## src/design/lsa_pkg.sv

```systemverilog
// Package for the LED strip animation sequencer: stream widths, command,
// result and register codes, strip sizes and the sequencer state type.
// It has no dependencies.
`timescale 1ns / 1ps

package lsa_pkg;

  // Strip sizes, in pixels (2 to 256 each).
  localparam int STRIP_ONE_LEDS = 64;
  localparam int STRIP_TWO_LEDS = 64;

  // Derived pixel positions, all kept modulo 256.
  localparam logic [7:0] ONE_LAST = 8'(STRIP_ONE_LEDS - 1);
  localparam logic [7:0] TWO_LAST = 8'(STRIP_TWO_LEDS - 1);
  localparam logic [7:0] ONE_HALF = 8'(STRIP_ONE_LEDS / 2);

  // Stream widths.
  localparam int IN_TDATA_W  = 48;
  localparam int IN_TUSER_W  = 3;
  localparam int OUT_TDATA_W = 40;
  localparam int OUT_TUSER_W = 2;

  // Configuration port.
  localparam int CFG_IDX_W  = 3;
  localparam int CFG_DATA_W = 16;

  localparam logic [CFG_IDX_W-1:0] REG_BASE_RED      = 3'd0;
  localparam logic [CFG_IDX_W-1:0] REG_BASE_GREEN    = 3'd1;
  localparam logic [CFG_IDX_W-1:0] REG_BASE_BLUE     = 3'd2;
  localparam logic [CFG_IDX_W-1:0] REG_BLUE_CLAMP    = 3'd3;
  localparam logic [CFG_IDX_W-1:0] REG_SMOOTH_WEIGHT = 3'd4;
  localparam logic [CFG_IDX_W-1:0] REG_FRAME_DELAY   = 3'd5;
  localparam logic [CFG_IDX_W-1:0] REG_PULSE_DELAY   = 3'd6;
  localparam logic [CFG_IDX_W-1:0] REG_PULSE_AMP     = 3'd7;

  // Input commands.
  localparam logic [2:0] MODE_TICK   = 3'd0;
  localparam logic [2:0] MODE_ON     = 3'd1;
  localparam logic [2:0] MODE_OFF    = 3'd2;
  localparam logic [2:0] MODE_STRIKE = 3'd3;
  localparam logic [2:0] MODE_SWING  = 3'd4;
  localparam logic [2:0] MODE_PULSE  = 3'd5;

  // Result kinds and strip numbers.
  localparam logic [1:0] KIND_PIXEL = 2'd0;
  localparam logic [1:0] KIND_FILL  = 2'd1;
  localparam logic [1:0] KIND_SHOW  = 2'd2;
  localparam logic [1:0] STRIP_NONE = 2'd0;
  localparam logic [1:0] STRIP_ONE  = 2'd1;
  localparam logic [1:0] STRIP_TWO  = 2'd2;

  // Timing and arithmetic constants.
  localparam logic [31:0] FLASH_HOLD_MS = 32'd300;
  localparam logic [8:0]  WEIGHT_ONE    = 9'd256;
  // ceil(2^30 / 1023): floor(x * RECIP_1023 / 2^30) == floor(x / 1023) for x < 2^20.
  localparam logic signed [21:0] RECIP_1023 = 22'sd1049602;
  localparam int                 RECIP_SHIFT = 30;
  localparam logic signed [27:0] ROUND_HALF = 28'sd128;
  localparam logic signed [15:0] CLAMP_LO   = -16'sd3840;  // -15.0 in Q8.8
  localparam logic signed [15:0] CLAMP_HI   = 16'sd1280;   // 5.0 in Q8.8

  // Flash colours.
  localparam logic [7:0] STRIKE_R = 8'd255;
  localparam logic [7:0] STRIKE_G = 8'd201;
  localparam logic [7:0] STRIKE_B = 8'd0;
  localparam logic [7:0] SWING_C  = 8'd255;

  typedef enum logic [2:0] {
    ST_IDLE,
    ST_MUL_X,
    ST_MUL_Q,
    ST_MUL_OLD,
    ST_MUL_R,
    ST_FINISH,
    ST_COLOR,
    ST_EMIT
  } state_e;

endpackage

```

## src/design/led_strip_animation_sequencer.sv

```systemverilog
// Top level of the LED strip animation sequencer: command decode, timers,
// a shared multiplier for the pulse filter and the result output register.
// Depends on lsa_pkg.
`timescale 1ns / 1ps

// The block takes one command or time tick per input beat and answers with
// zero to five result beats. Commands that start the turn-on or turn-off
// animation produce nothing; strike and swing produce one fill beat at once.
// A tick produces either one animation frame (four pixel writes and a show)
// or the fill that restores the base colour after a flash. A pulse check
// produces one fill with the base colour shifted by a smoothed random offset.
// Timing: the input is ready only in the idle state. A frame gives one
// result beat per cycle while the output is not stalled. A pulse check
// runs its filter as four products in a row through one 22 by 22 bit
// signed multiplier, then rounds, saturates and converts the offset to
// colours. The output register lets a new item be taken while the last
// result of the previous one still waits. Configuration writes are taken
// at any time but must only be made while no item is in progress.
module led_strip_animation_sequencer (
  input  logic                               clk_i,
  input  logic                               rst_ni,
  // Input stream.
  input  logic                               s_axis_tvalid,
  output logic                               s_axis_tready,
  // now_ms [31:0], random_value [41:32], zero [47:42]
  input  logic [lsa_pkg::IN_TDATA_W-1:0]     s_axis_tdata,
  // mode [2:0]
  input  logic [lsa_pkg::IN_TUSER_W-1:0]     s_axis_tuser,
  // Result stream.
  output logic                               m_axis_tvalid,
  input  logic                               m_axis_tready,
  // strip [1:0], pixel_index [9:2], red [17:10], green [25:18], blue [33:26],
  // zero [39:34]
  output logic [lsa_pkg::OUT_TDATA_W-1:0]    m_axis_tdata,
  // kind [1:0]
  output logic [lsa_pkg::OUT_TUSER_W-1:0]    m_axis_tuser,
  output logic                               m_axis_tlast,
  // Configuration writes.
  input  logic                               cfg_we_i,
  input  logic [lsa_pkg::CFG_IDX_W-1:0]      cfg_idx_i,
  input  logic [lsa_pkg::CFG_DATA_W-1:0]     cfg_data_i
);
  import lsa_pkg::*;

  // Configuration registers.
  logic [7:0]  base_red_q, base_green_q, base_blue_q;
  logic        blue_clamp_q;
  logic [8:0]  smooth_weight_q;
  logic [15:0] frame_delay_q, pulse_delay_q;
  logic [7:0]  pulse_amp_q;

  // Animation state.
  state_e             state_q, state_d;
  logic               on_active_q, off_active_q, strike_active_q, swing_active_q;
  logic [31:0]        frame_timer_q, pulse_timer_q;
  logic [7:0]         frame_counter_q;
  logic signed [15:0] pulse_offset_q;

  // Pulse filter datapath.
  logic [9:0]         rnd_q;
  logic signed [43:0] mul_q;
  logic signed [25:0] acc_q;
  logic signed [9:0]  r_q;
  logic signed [21:0] mul_a, mul_b;
  logic signed [43:0] product;
  logic [8:0]         w_eff, w_comp;
  logic [8:0]         quot;
  logic signed [27:0] filt_sum;
  logic signed [19:0] filt_v;
  logic signed [15:0] offset_new;

  // The job that the emit state plays out.
  logic       job_frame_q;
  logic [7:0] job_r_q, job_g_q, job_b_q;
  logic [7:0] job_c_q, job_right2_q;
  logic [2:0] beat_q;

  // Output register.
  logic        out_valid_q;
  logic [1:0]  out_kind_q, out_strip_q;
  logic [7:0]  out_idx_q, out_r_q, out_g_q, out_b_q;
  logic        out_last_q;

  // Input decode.
  logic        in_accept;
  logic [2:0]  in_mode;
  logic [31:0] in_now;
  logic [9:0]  in_rnd;
  logic [31:0] el_frame, el_pulse;
  logic        anim_busy, flash_busy;
  logic        frame_go, flash_go, pulse_go, fill_cmd;

  // Emit control.
  logic        out_load;
  logic        beat_last;
  logic [1:0]  beat_kind, beat_strip;
  logic [7:0]  beat_idx, beat_r, beat_g, beat_b;

  function automatic logic [7:0] chan(input logic [7:0] base,
                                      input logic signed [15:0] off);
    logic signed [9:0] s;
    s = $signed({2'b00, base}) + $signed({{2{off[15]}}, off[15:8]});
    if (s < 0) begin
      return 8'd0;
    end else if (s > 10'sd255) begin
      return 8'd255;
    end else begin
      return s[7:0];
    end
  endfunction

  assign in_mode   = s_axis_tuser;
  assign in_now    = s_axis_tdata[31:0];
  assign in_rnd    = s_axis_tdata[41:32];
  assign in_accept = s_axis_tvalid && s_axis_tready;

  assign el_frame   = in_now - frame_timer_q;
  assign el_pulse   = in_now - pulse_timer_q;
  assign anim_busy  = on_active_q || off_active_q;
  assign flash_busy = strike_active_q || swing_active_q;

  // A frame needs elapsed time strictly above the frame delay; a flash ends
  // strictly after its hold time; a pulse update needs at least its delay.
  assign frame_go = (in_mode == MODE_TICK) && anim_busy && (el_frame > {16'd0, frame_delay_q});
  assign flash_go = (in_mode == MODE_TICK) && !anim_busy && flash_busy &&
                    (el_frame > FLASH_HOLD_MS);
  assign pulse_go = (in_mode == MODE_PULSE) && (pulse_amp_q != 8'd0) && !anim_busy &&
                    !flash_busy && (el_pulse >= {16'd0, pulse_delay_q});
  assign fill_cmd = (in_mode == MODE_STRIKE) || (in_mode == MODE_SWING);

  // Smoothing weights above one are treated as one.
  assign w_eff  = (smooth_weight_q > WEIGHT_ONE) ? WEIGHT_ONE : smooth_weight_q;
  assign w_comp = WEIGHT_ONE - w_eff;
  assign quot   = mul_q[RECIP_SHIFT+8:RECIP_SHIFT];

  // Shared multiplier, registered every cycle.
  assign product = mul_a * mul_b;

  // Filter tail: add the two weighted terms, round, floor-divide by 256,
  // saturate to 16 bits and apply the blue clamp when enabled.
  always_comb begin
    filt_sum = 28'(acc_q) + 28'($signed({mul_q[17:0], 8'b0})) + ROUND_HALF;
    filt_v   = 20'(filt_sum >>> 8);
    if (filt_v > 20'sd32767) begin
      offset_new = 16'sh7fff;
    end else if (filt_v < -20'sd32768) begin
      offset_new = 16'sh8000;
    end else begin
      offset_new = filt_v[15:0];
    end
    if (blue_clamp_q) begin
      if (offset_new < CLAMP_LO) begin
        offset_new = CLAMP_LO;
      end else if (offset_new > CLAMP_HI) begin
        offset_new = CLAMP_HI;
      end
    end
  end

  // Next state.
  always_comb begin
    state_d = state_q;
    case (state_q)
      ST_IDLE: begin
        if (in_accept) begin
          if (pulse_go) begin
            state_d = ST_MUL_X;
          end else if (frame_go || flash_go || fill_cmd) begin
            state_d = ST_EMIT;
          end
        end
      end
      ST_MUL_X:   state_d = ST_MUL_Q;
      ST_MUL_Q:   state_d = ST_MUL_OLD;
      ST_MUL_OLD: state_d = ST_MUL_R;
      ST_MUL_R:   state_d = ST_FINISH;
      ST_FINISH:  state_d = ST_COLOR;
      ST_COLOR:   state_d = ST_EMIT;
      ST_EMIT: begin
        if (out_load && beat_last) begin
          state_d = ST_IDLE;
        end
      end
      default: state_d = ST_IDLE;
    endcase
  end

  // State outputs: handshake, multiplier operands, output load strobe.
  always_comb begin
    s_axis_tready = 1'b0;
    out_load      = 1'b0;
    mul_a         = '0;
    mul_b         = '0;
    case (state_q)
      ST_IDLE: s_axis_tready = 1'b1;
      ST_MUL_X: begin
        // random_value * 2A
        mul_a = $signed({12'd0, rnd_q});
        mul_b = $signed({13'd0, pulse_amp_q, 1'b0});
      end
      ST_MUL_Q: begin
        // Division by 1023 through the reciprocal.
        mul_a = $signed({2'd0, mul_q[19:0]});
        mul_b = RECIP_1023;
      end
      ST_MUL_OLD: begin
        mul_a = 22'(pulse_offset_q);
        mul_b = $signed({13'd0, w_eff});
      end
      ST_MUL_R: begin
        mul_a = 22'(r_q);
        mul_b = $signed({13'd0, w_comp});
      end
      ST_EMIT: out_load = !out_valid_q || m_axis_tready;
      default: ;
    endcase
  end

  // Content of the current result beat.
  always_comb begin
    beat_kind  = KIND_FILL;
    beat_strip = STRIP_NONE;
    beat_idx   = 8'd0;
    beat_r     = job_r_q;
    beat_g     = job_g_q;
    beat_b     = job_b_q;
    beat_last  = 1'b1;
    if (job_frame_q) begin
      beat_kind = KIND_PIXEL;
      beat_last = 1'b0;
      case (beat_q)
        3'd0: begin
          beat_strip = STRIP_ONE;
          beat_idx   = job_c_q;
        end
        3'd1: begin
          beat_strip = STRIP_ONE;
          beat_idx   = ONE_LAST - job_c_q;
        end
        3'd2: begin
          beat_strip = STRIP_TWO;
          beat_idx   = job_c_q;
        end
        3'd3: begin
          beat_strip = STRIP_TWO;
          beat_idx   = job_right2_q;
        end
        default: begin
          beat_kind = KIND_SHOW;
          beat_r    = 8'd0;
          beat_g    = 8'd0;
          beat_b    = 8'd0;
          beat_last = 1'b1;
        end
      endcase
    end
  end

  // Control registers.
  always_ff @(posedge clk_i or negedge rst_ni) begin
    if (!rst_ni) begin
      state_q         <= ST_IDLE;
      base_red_q      <= 8'd255;
      base_green_q    <= 8'd0;
      base_blue_q     <= 8'd0;
      blue_clamp_q    <= 1'b0;
      smooth_weight_q <= 9'd230;
      frame_delay_q   <= 16'd30;
      pulse_delay_q   <= 16'd50;
      pulse_amp_q     <= 8'd10;
      on_active_q     <= 1'b0;
      off_active_q    <= 1'b0;
      strike_active_q <= 1'b0;
      swing_active_q  <= 1'b0;
      frame_timer_q   <= '0;
      frame_counter_q <= '0;
      pulse_timer_q   <= '0;
      pulse_offset_q  <= '0;
      beat_q          <= '0;
      out_valid_q     <= 1'b0;
    end else begin
      state_q <= state_d;

      if (cfg_we_i) begin
        case (cfg_idx_i)
          REG_BASE_RED:      base_red_q      <= cfg_data_i[7:0];
          REG_BASE_GREEN:    base_green_q    <= cfg_data_i[7:0];
          REG_BASE_BLUE:     base_blue_q     <= cfg_data_i[7:0];
          REG_BLUE_CLAMP:    blue_clamp_q    <= cfg_data_i[0];
          REG_SMOOTH_WEIGHT: smooth_weight_q <= cfg_data_i[8:0];
          REG_FRAME_DELAY:   frame_delay_q   <= cfg_data_i;
          REG_PULSE_DELAY:   pulse_delay_q   <= cfg_data_i;
          REG_PULSE_AMP:     pulse_amp_q     <= cfg_data_i[7:0];
          default: ;
        endcase
      end

      if (in_accept) begin
        beat_q <= '0;
        case (in_mode)
          MODE_ON: begin
            on_active_q     <= 1'b1;
            frame_counter_q <= '0;
            frame_timer_q   <= in_now;
          end
          MODE_OFF: begin
            off_active_q    <= 1'b1;
            frame_counter_q <= ONE_HALF - 8'd1;
            frame_timer_q   <= in_now;
          end
          MODE_STRIKE: begin
            strike_active_q <= 1'b1;
            frame_timer_q   <= in_now;
          end
          MODE_SWING: begin
            swing_active_q <= 1'b1;
            frame_timer_q  <= in_now;
          end
          MODE_TICK: begin
            if (frame_go) begin
              frame_timer_q <= in_now;
              // Turn-on wins when both animations are flagged.
              if (on_active_q) begin
                if (frame_counter_q + 8'd1 >= ONE_HALF) begin
                  frame_counter_q <= '0;
                  on_active_q     <= 1'b0;
                end else begin
                  frame_counter_q <= frame_counter_q + 8'd1;
                end
              end else if (frame_counter_q == 8'd0) begin
                off_active_q <= 1'b0;
              end else begin
                frame_counter_q <= frame_counter_q - 8'd1;
              end
            end else if (flash_go) begin
              frame_timer_q <= in_now;
              if (strike_active_q) begin
                strike_active_q <= 1'b0;
              end else begin
                swing_active_q <= 1'b0;
              end
            end
          end
          MODE_PULSE: begin
            if (pulse_go) begin
              pulse_timer_q <= in_now;
            end
          end
          default: ;
        endcase
      end

      if (state_q == ST_FINISH) begin
        pulse_offset_q <= offset_new;
      end

      if (out_load) begin
        beat_q <= beat_q + 3'd1;
      end
      if (out_load) begin
        out_valid_q <= 1'b1;
      end else if (m_axis_tready) begin
        out_valid_q <= 1'b0;
      end
    end
  end

  // Datapath and payload registers.
  always_ff @(posedge clk_i) begin
    mul_q <= product;
    if (state_q == ST_MUL_OLD) begin
      r_q <= $signed({1'b0, quot}) - $signed({2'b00, pulse_amp_q});
    end
    if (state_q == ST_MUL_R) begin
      acc_q <= mul_q[25:0];
    end

    if (in_accept) begin
      rnd_q        <= in_rnd;
      job_frame_q  <= frame_go;
      job_c_q      <= frame_counter_q;
      job_right2_q <= on_active_q ? (ONE_LAST - frame_counter_q)
                                  : (TWO_LAST - frame_counter_q);
      if (frame_go && !on_active_q) begin
        job_r_q <= 8'd0;
        job_g_q <= 8'd0;
        job_b_q <= 8'd0;
      end else if (in_mode == MODE_STRIKE) begin
        job_r_q <= STRIKE_R;
        job_g_q <= STRIKE_G;
        job_b_q <= STRIKE_B;
      end else if (in_mode == MODE_SWING) begin
        job_r_q <= SWING_C;
        job_g_q <= SWING_C;
        job_b_q <= SWING_C;
      end else begin
        job_r_q <= base_red_q;
        job_g_q <= base_green_q;
        job_b_q <= base_blue_q;
      end
    end

    if (state_q == ST_COLOR) begin
      job_r_q <= chan(base_red_q, pulse_offset_q);
      job_g_q <= chan(base_green_q, pulse_offset_q);
      job_b_q <= chan(base_blue_q, pulse_offset_q);
    end

    if (out_load) begin
      out_kind_q  <= beat_kind;
      out_strip_q <= beat_strip;
      out_idx_q   <= beat_idx;
      out_r_q     <= beat_r;
      out_g_q     <= beat_g;
      out_b_q     <= beat_b;
      out_last_q  <= beat_last;
    end
  end

  assign m_axis_tvalid = out_valid_q;
  assign m_axis_tuser  = out_kind_q;
  assign m_axis_tlast  = out_last_q;
  assign m_axis_tdata  = {6'd0, out_b_q, out_g_q, out_r_q, out_idx_q, out_strip_q};

  // The turn-on counter stays below half the first strip while it runs.
  a_on_counter: assert property (@(posedge clk_i) disable iff (!rst_ni)
    on_active_q |-> (frame_counter_q < ONE_HALF))
    else $error("turn-on frame counter out of range");

  // A new result beat only appears out of the emit state.
  a_out_from_emit: assert property (@(posedge clk_i) disable iff (!rst_ni)
    $rose(m_axis_tvalid) |-> $past(state_q == ST_EMIT))
    else $error("result beat loaded outside the emit state");

  // A frame has five beats; the beat counter never runs past the show.
  a_beat_range: assert property (@(posedge clk_i) disable iff (!rst_ni)
    (state_q == ST_EMIT) |-> (beat_q <= 3'd4))
    else $error("beat counter ran past the last beat");

  // In blue clamp mode the stored offset is within the clamp window.
  a_blue_clamp: assert property (@(posedge clk_i) disable iff (!rst_ni)
    (state_q == ST_COLOR && blue_clamp_q) |->
      (pulse_offset_q >= CLAMP_LO && pulse_offset_q <= CLAMP_HI))
    else $error("pulse offset outside the blue clamp window");

endmodule

```

## config.mk

```make
export PLATFORM = sky130hd
export DESIGN_NAME = led_strip_animation_sequencer
export DESIGN_NICKNAME = d
export VERILOG_FILES = /design/src/design/lsa_pkg.sv /design/src/design/led_strip_animation_sequencer.sv
export SDC_FILE = /design/constraint.sdc
export NUM_CORES = 1
export LEC_CHECK = 0
export BUFFER_PORTS_ARGS = -buffer_cell sky130_fd_sc_hd__buf_4
export CAP_MARGIN = 10
export CORE_MARGIN = 8
export CORE_UTILIZATION = 49
export DETAILED_ROUTE_END_ITERATION = 7
export HOLD_SLACK_MARGIN = 0.02
export PLACE_DENSITY = 0.66
export SLEW_MARGIN = 20
export SYNTH_ARGS = -nofsm -noshare
export SYNTH_HDL_FRONTEND = slang
export SYNTH_SLANG_ARGS = --single-unit
```

## constraint.sdc

```tcl
create_clock -name clk_i -period 10.45 [get_ports clk_i]
set_input_delay 2.6125 -clock clk_i [delete_from_list [all_inputs] [get_ports clk_i]]
set_output_delay 2.6125 -clock clk_i [all_outputs]
set_load 0.05 [all_outputs]
```

==> impl_metrics.toml <==
[detailed_routing]
via_per_inst = 5.61
drtIter0Drc = 1605
vias = 22575
drt_wl_total_um = 75100
first_pass_iters = 8
ant_nets = 0
wl_per_cell_um = 18.7
post-route-drc-count = 1

[clock_tree]
cts_root_buf = "clkbuf_16"
clk_latency_ns = 0.57
cts_htree_levels = 2
clkSlewWorstSetupHoldPaths_ns = 0.07
numCtsBuffers = 38
clock_sinks = 324
post_cts_resized = 0
cts_hold_repair.buffers = 0
tritoncts = "yes"
cts_buffer_depth = 3
cts_setup_buffers = 0

[floorplan]
io_pins = 120
die_x_um = 263
die_area_um2 = 69200
die_h_um = 263
rows = 90
core_um2 = 60400
start_util_pct = 49.5

[worst_setup_path]
critPathRequiredTime_ns = 10.93
path_delay_family = "adder cells"
crit_type = "reg -> reg"
cp_num_buf_inv = 7
crit_top_cell = "fa_1"
cp.arrival_ns = 9.86
cp-start-kind = "flip-flop"
slowest_delay_ns = 0.74
critPathMaxFanout = 21
cp-end-kind = "flip-flop"
critPathSlowestCell = "nor2b_1"

[sta]
setup_violations = 0
min_period_ns = 9.38
worst_slew_pin_slew_ns = 1.04
drv_slew = 0
fin_crit_sh_pct = 89.7
timing.slew.headroom_pct = 30.5
rsz0062_at_grt = "no"
hold_violations = 0
fmax_ghz = 0.107
holdWs_ns = 0.402
fin_skew_ns = 0.0205
finalSetupTns_ns = 0

[synthesis]
synth_fa_ha_area_share_pct = 27.4
synthTopCellsByCount = "inv_1 (461), ha_1 (314), nand2_1 (250)"
yosys_warnings = 0
yosysMostFrequentCell = "inv_1"
async_flop_share_pct = 53.4
synth_cell_types = 88
synth_area_leaders = "fa_1 (14%), ha_1 (13%), dfrtp_1 (13%), edfxtp_1 (12%), inv_1 (5.8%)"
synth-seq-area-share_pct = 28.6
synth_mux_area_share_pct = 6.29
syn_area_per_cell_um2 = 9.56
synth_top_family_by_area = "adder cells"
synth_simple_gate_area_share_pct = 13.3
ys_ff_latch = 324
synth-edff-count = 116
synthXorXnorAreaFrac_pct = 3.75
synthCells = 3126
synth_compound_area_share_pct = 13.4
yosys.area.top_type = "fa_1"
syn_area_um2 = 29900
synthFlopType = "dfrtp_1"
netlist.area_leader.share_pct = 14.3

[final_layout]
diodes = 0
seq_area_um2 = 8540
nNetsFinal = 3812
final_area_um2 = 32800
multi_input_area_um2 = 19200
syn_to_final_growth_pct = 9.70
n_fill_cell = 5329
drive_gt1_share_pct = 12.3
stdcell_count = 4022

[global_routing]
antenna_found_initial = 2
overflow = 0
grt_pass1_wl_um = 123000
grt_pass1_vias = 22973
grt_max_degree = 92
grtUsageTotal_pct = 21.7

[outcome]
failed_checks = "design-rule violations"
outcome = "complete, but fails checks"

[min_path]
worstHoldPathType = "reg -> reg"

[placed_design]
gp_congestion = 0.923
hpwl_um = 60600
port_buffers = 107
dp_cells = 3952
placed_cell_area_um2 = 31500

[job]
drv_cap = 0

[power]
p_leak_uw = 0.0158
power.density_nw_per_um2 = 269
vdd_drop_max_v = 0.000152
## power breakdown
part | total (µW) | switching [µW] | leakage, µW | internal [µW]
sequential | 2130 | 317 | 0.00349 | 1810
clock | 1390 | 572 | 0.000650 | 819
combinational | 5290 | 3200 | 0.0116 | 2080
## cell families after synthesis
logic type / count (synthesis)
xor gates and xnor gates: 128
other: 2
muxes: 159
buffers and inverters: 555
AOI/OAI and AO/OA: 618
adders and majority gates: 527
and+or+nand+nor: 813
DFF: 324
## routing by layer
metal  up-vias  GRT usage, %  share of wire, %
li1      10824             -                 -
met1     11029          29.4                45
met2       612          35.7                46
met3       110          3.68               6.1
met4         0          5.92               2.5
met5         -             0                 0
## state kept, by name (all words and copies together) (netlist names), 8 cells and up
name             cells
acc_q               19
base_blue_q          8
base_green_q         8
base_red_q           8
frame_counter_q      8
frame_delay_q       16
frame_timer_q       32
job_b_q              8
job_c_q              8
job_g_q              8
job_r_q              8
mul_q               35
out_b_q              8
out_g_q              8
out_idx_q            8
out_r_q              8
pulse_amp_q          8
pulse_delay_q       16
pulse_offset_q      16
pulse_timer_q       32
r_q                 10
rnd_q               10
smooth_weight_q      9
## cell type report
cell class	count	share of cell area, %
clock inverters	21	0.660
repair buffers	131	3.02
well taps	782	2.98
inverters	462	5.29
multi-input cells	2253	58.7
flip-flops and latches	324	26.1
clock buffers	49	3.32
## cells in the final DEF, fill, tap and decap left out, types with 19 or more instances in the layout
| cell type | count |
|---|---|
| a211oi_1 | 26 |
| ha_1 | 314 |
| and3_1 | 29 |
| o21ai_0 | 138 |
| dfxtp_1 | 35 |
| nand2_1 | 250 |
| dfstp_2 | 22 |
| mux2_2 | 111 |
| clkbuf_16 | 40 |
| nor3_1 | 36 |
| fa_1 | 212 |
| xnor2_1 | 82 |
| buf_4 | 129 |
| a21o_1 | 72 |
| nand4_1 | 19 |
| nor2b_1 | 43 |
| nor2_1 | 186 |
| and2_1 | 73 |
| inv_1 | 461 |
| xor2_1 | 46 |
| nand3_1 | 43 |
| edfxtp_1 | 116 |
| mux2_4 | 30 |
| a21oi_1 | 168 |
| o31ai_1 | 26 |
| dfrtp_1 | 151 |
| nand2b_1 | 51 |
## worst register-to-register path: cells and delay by family (launching register included)
kind            cells  cell delay (ns)
compound gates      8             1.73
flops               1             0.58
fa+ha+maj           8             3.97
simple gates        6             2.04
xor+xnor            1             0.13
buf+inv             7             0.84
## path summary, 6_finish.rpt
check / from / to / slack, ns / depth (start not counted)
min reg2reg: mul_q[25]$_DFF_P_ / acc_q[25]$_DFFE_PN_ / 0.40 / 0
max reg2reg: state_q[0]$_DFFE_PN0P_ / mul_q[36]$_DFF_P_ / 1.07 / 30
min: mul_q[25]$_DFF_P_ / acc_q[25]$_DFFE_PN_ / 0.40 / 0
max: state_q[0]$_DFFE_PN0P_ / mul_q[36]$_DFF_P_ / 1.07 / 30
max in group asynchronous: rst_ni / pulse_offset_q[5]$_DFFE_PN0P_ / 7.06 / 2
min in group asynchronous: rst_ni / pulse_timer_q[26]$_DFFE_PN0P_ / 2.14 / 1
## metrics by stage
stage | total power [µW] | utilization, % | setup WS, ns
final | 8800 | 54.3 | 1.07
after global routing | 9640 | 54.3 | 0.517
after global placement | 7220 | 52.1 | 1.17
after CTS | 8830 | 54.3 | 0.988
after floorplan | 6040 | - | 1.80
after detailed placement | 7380 | 52.1 | 1.05
No activity file was read; power rests on OpenSTA's default activity.
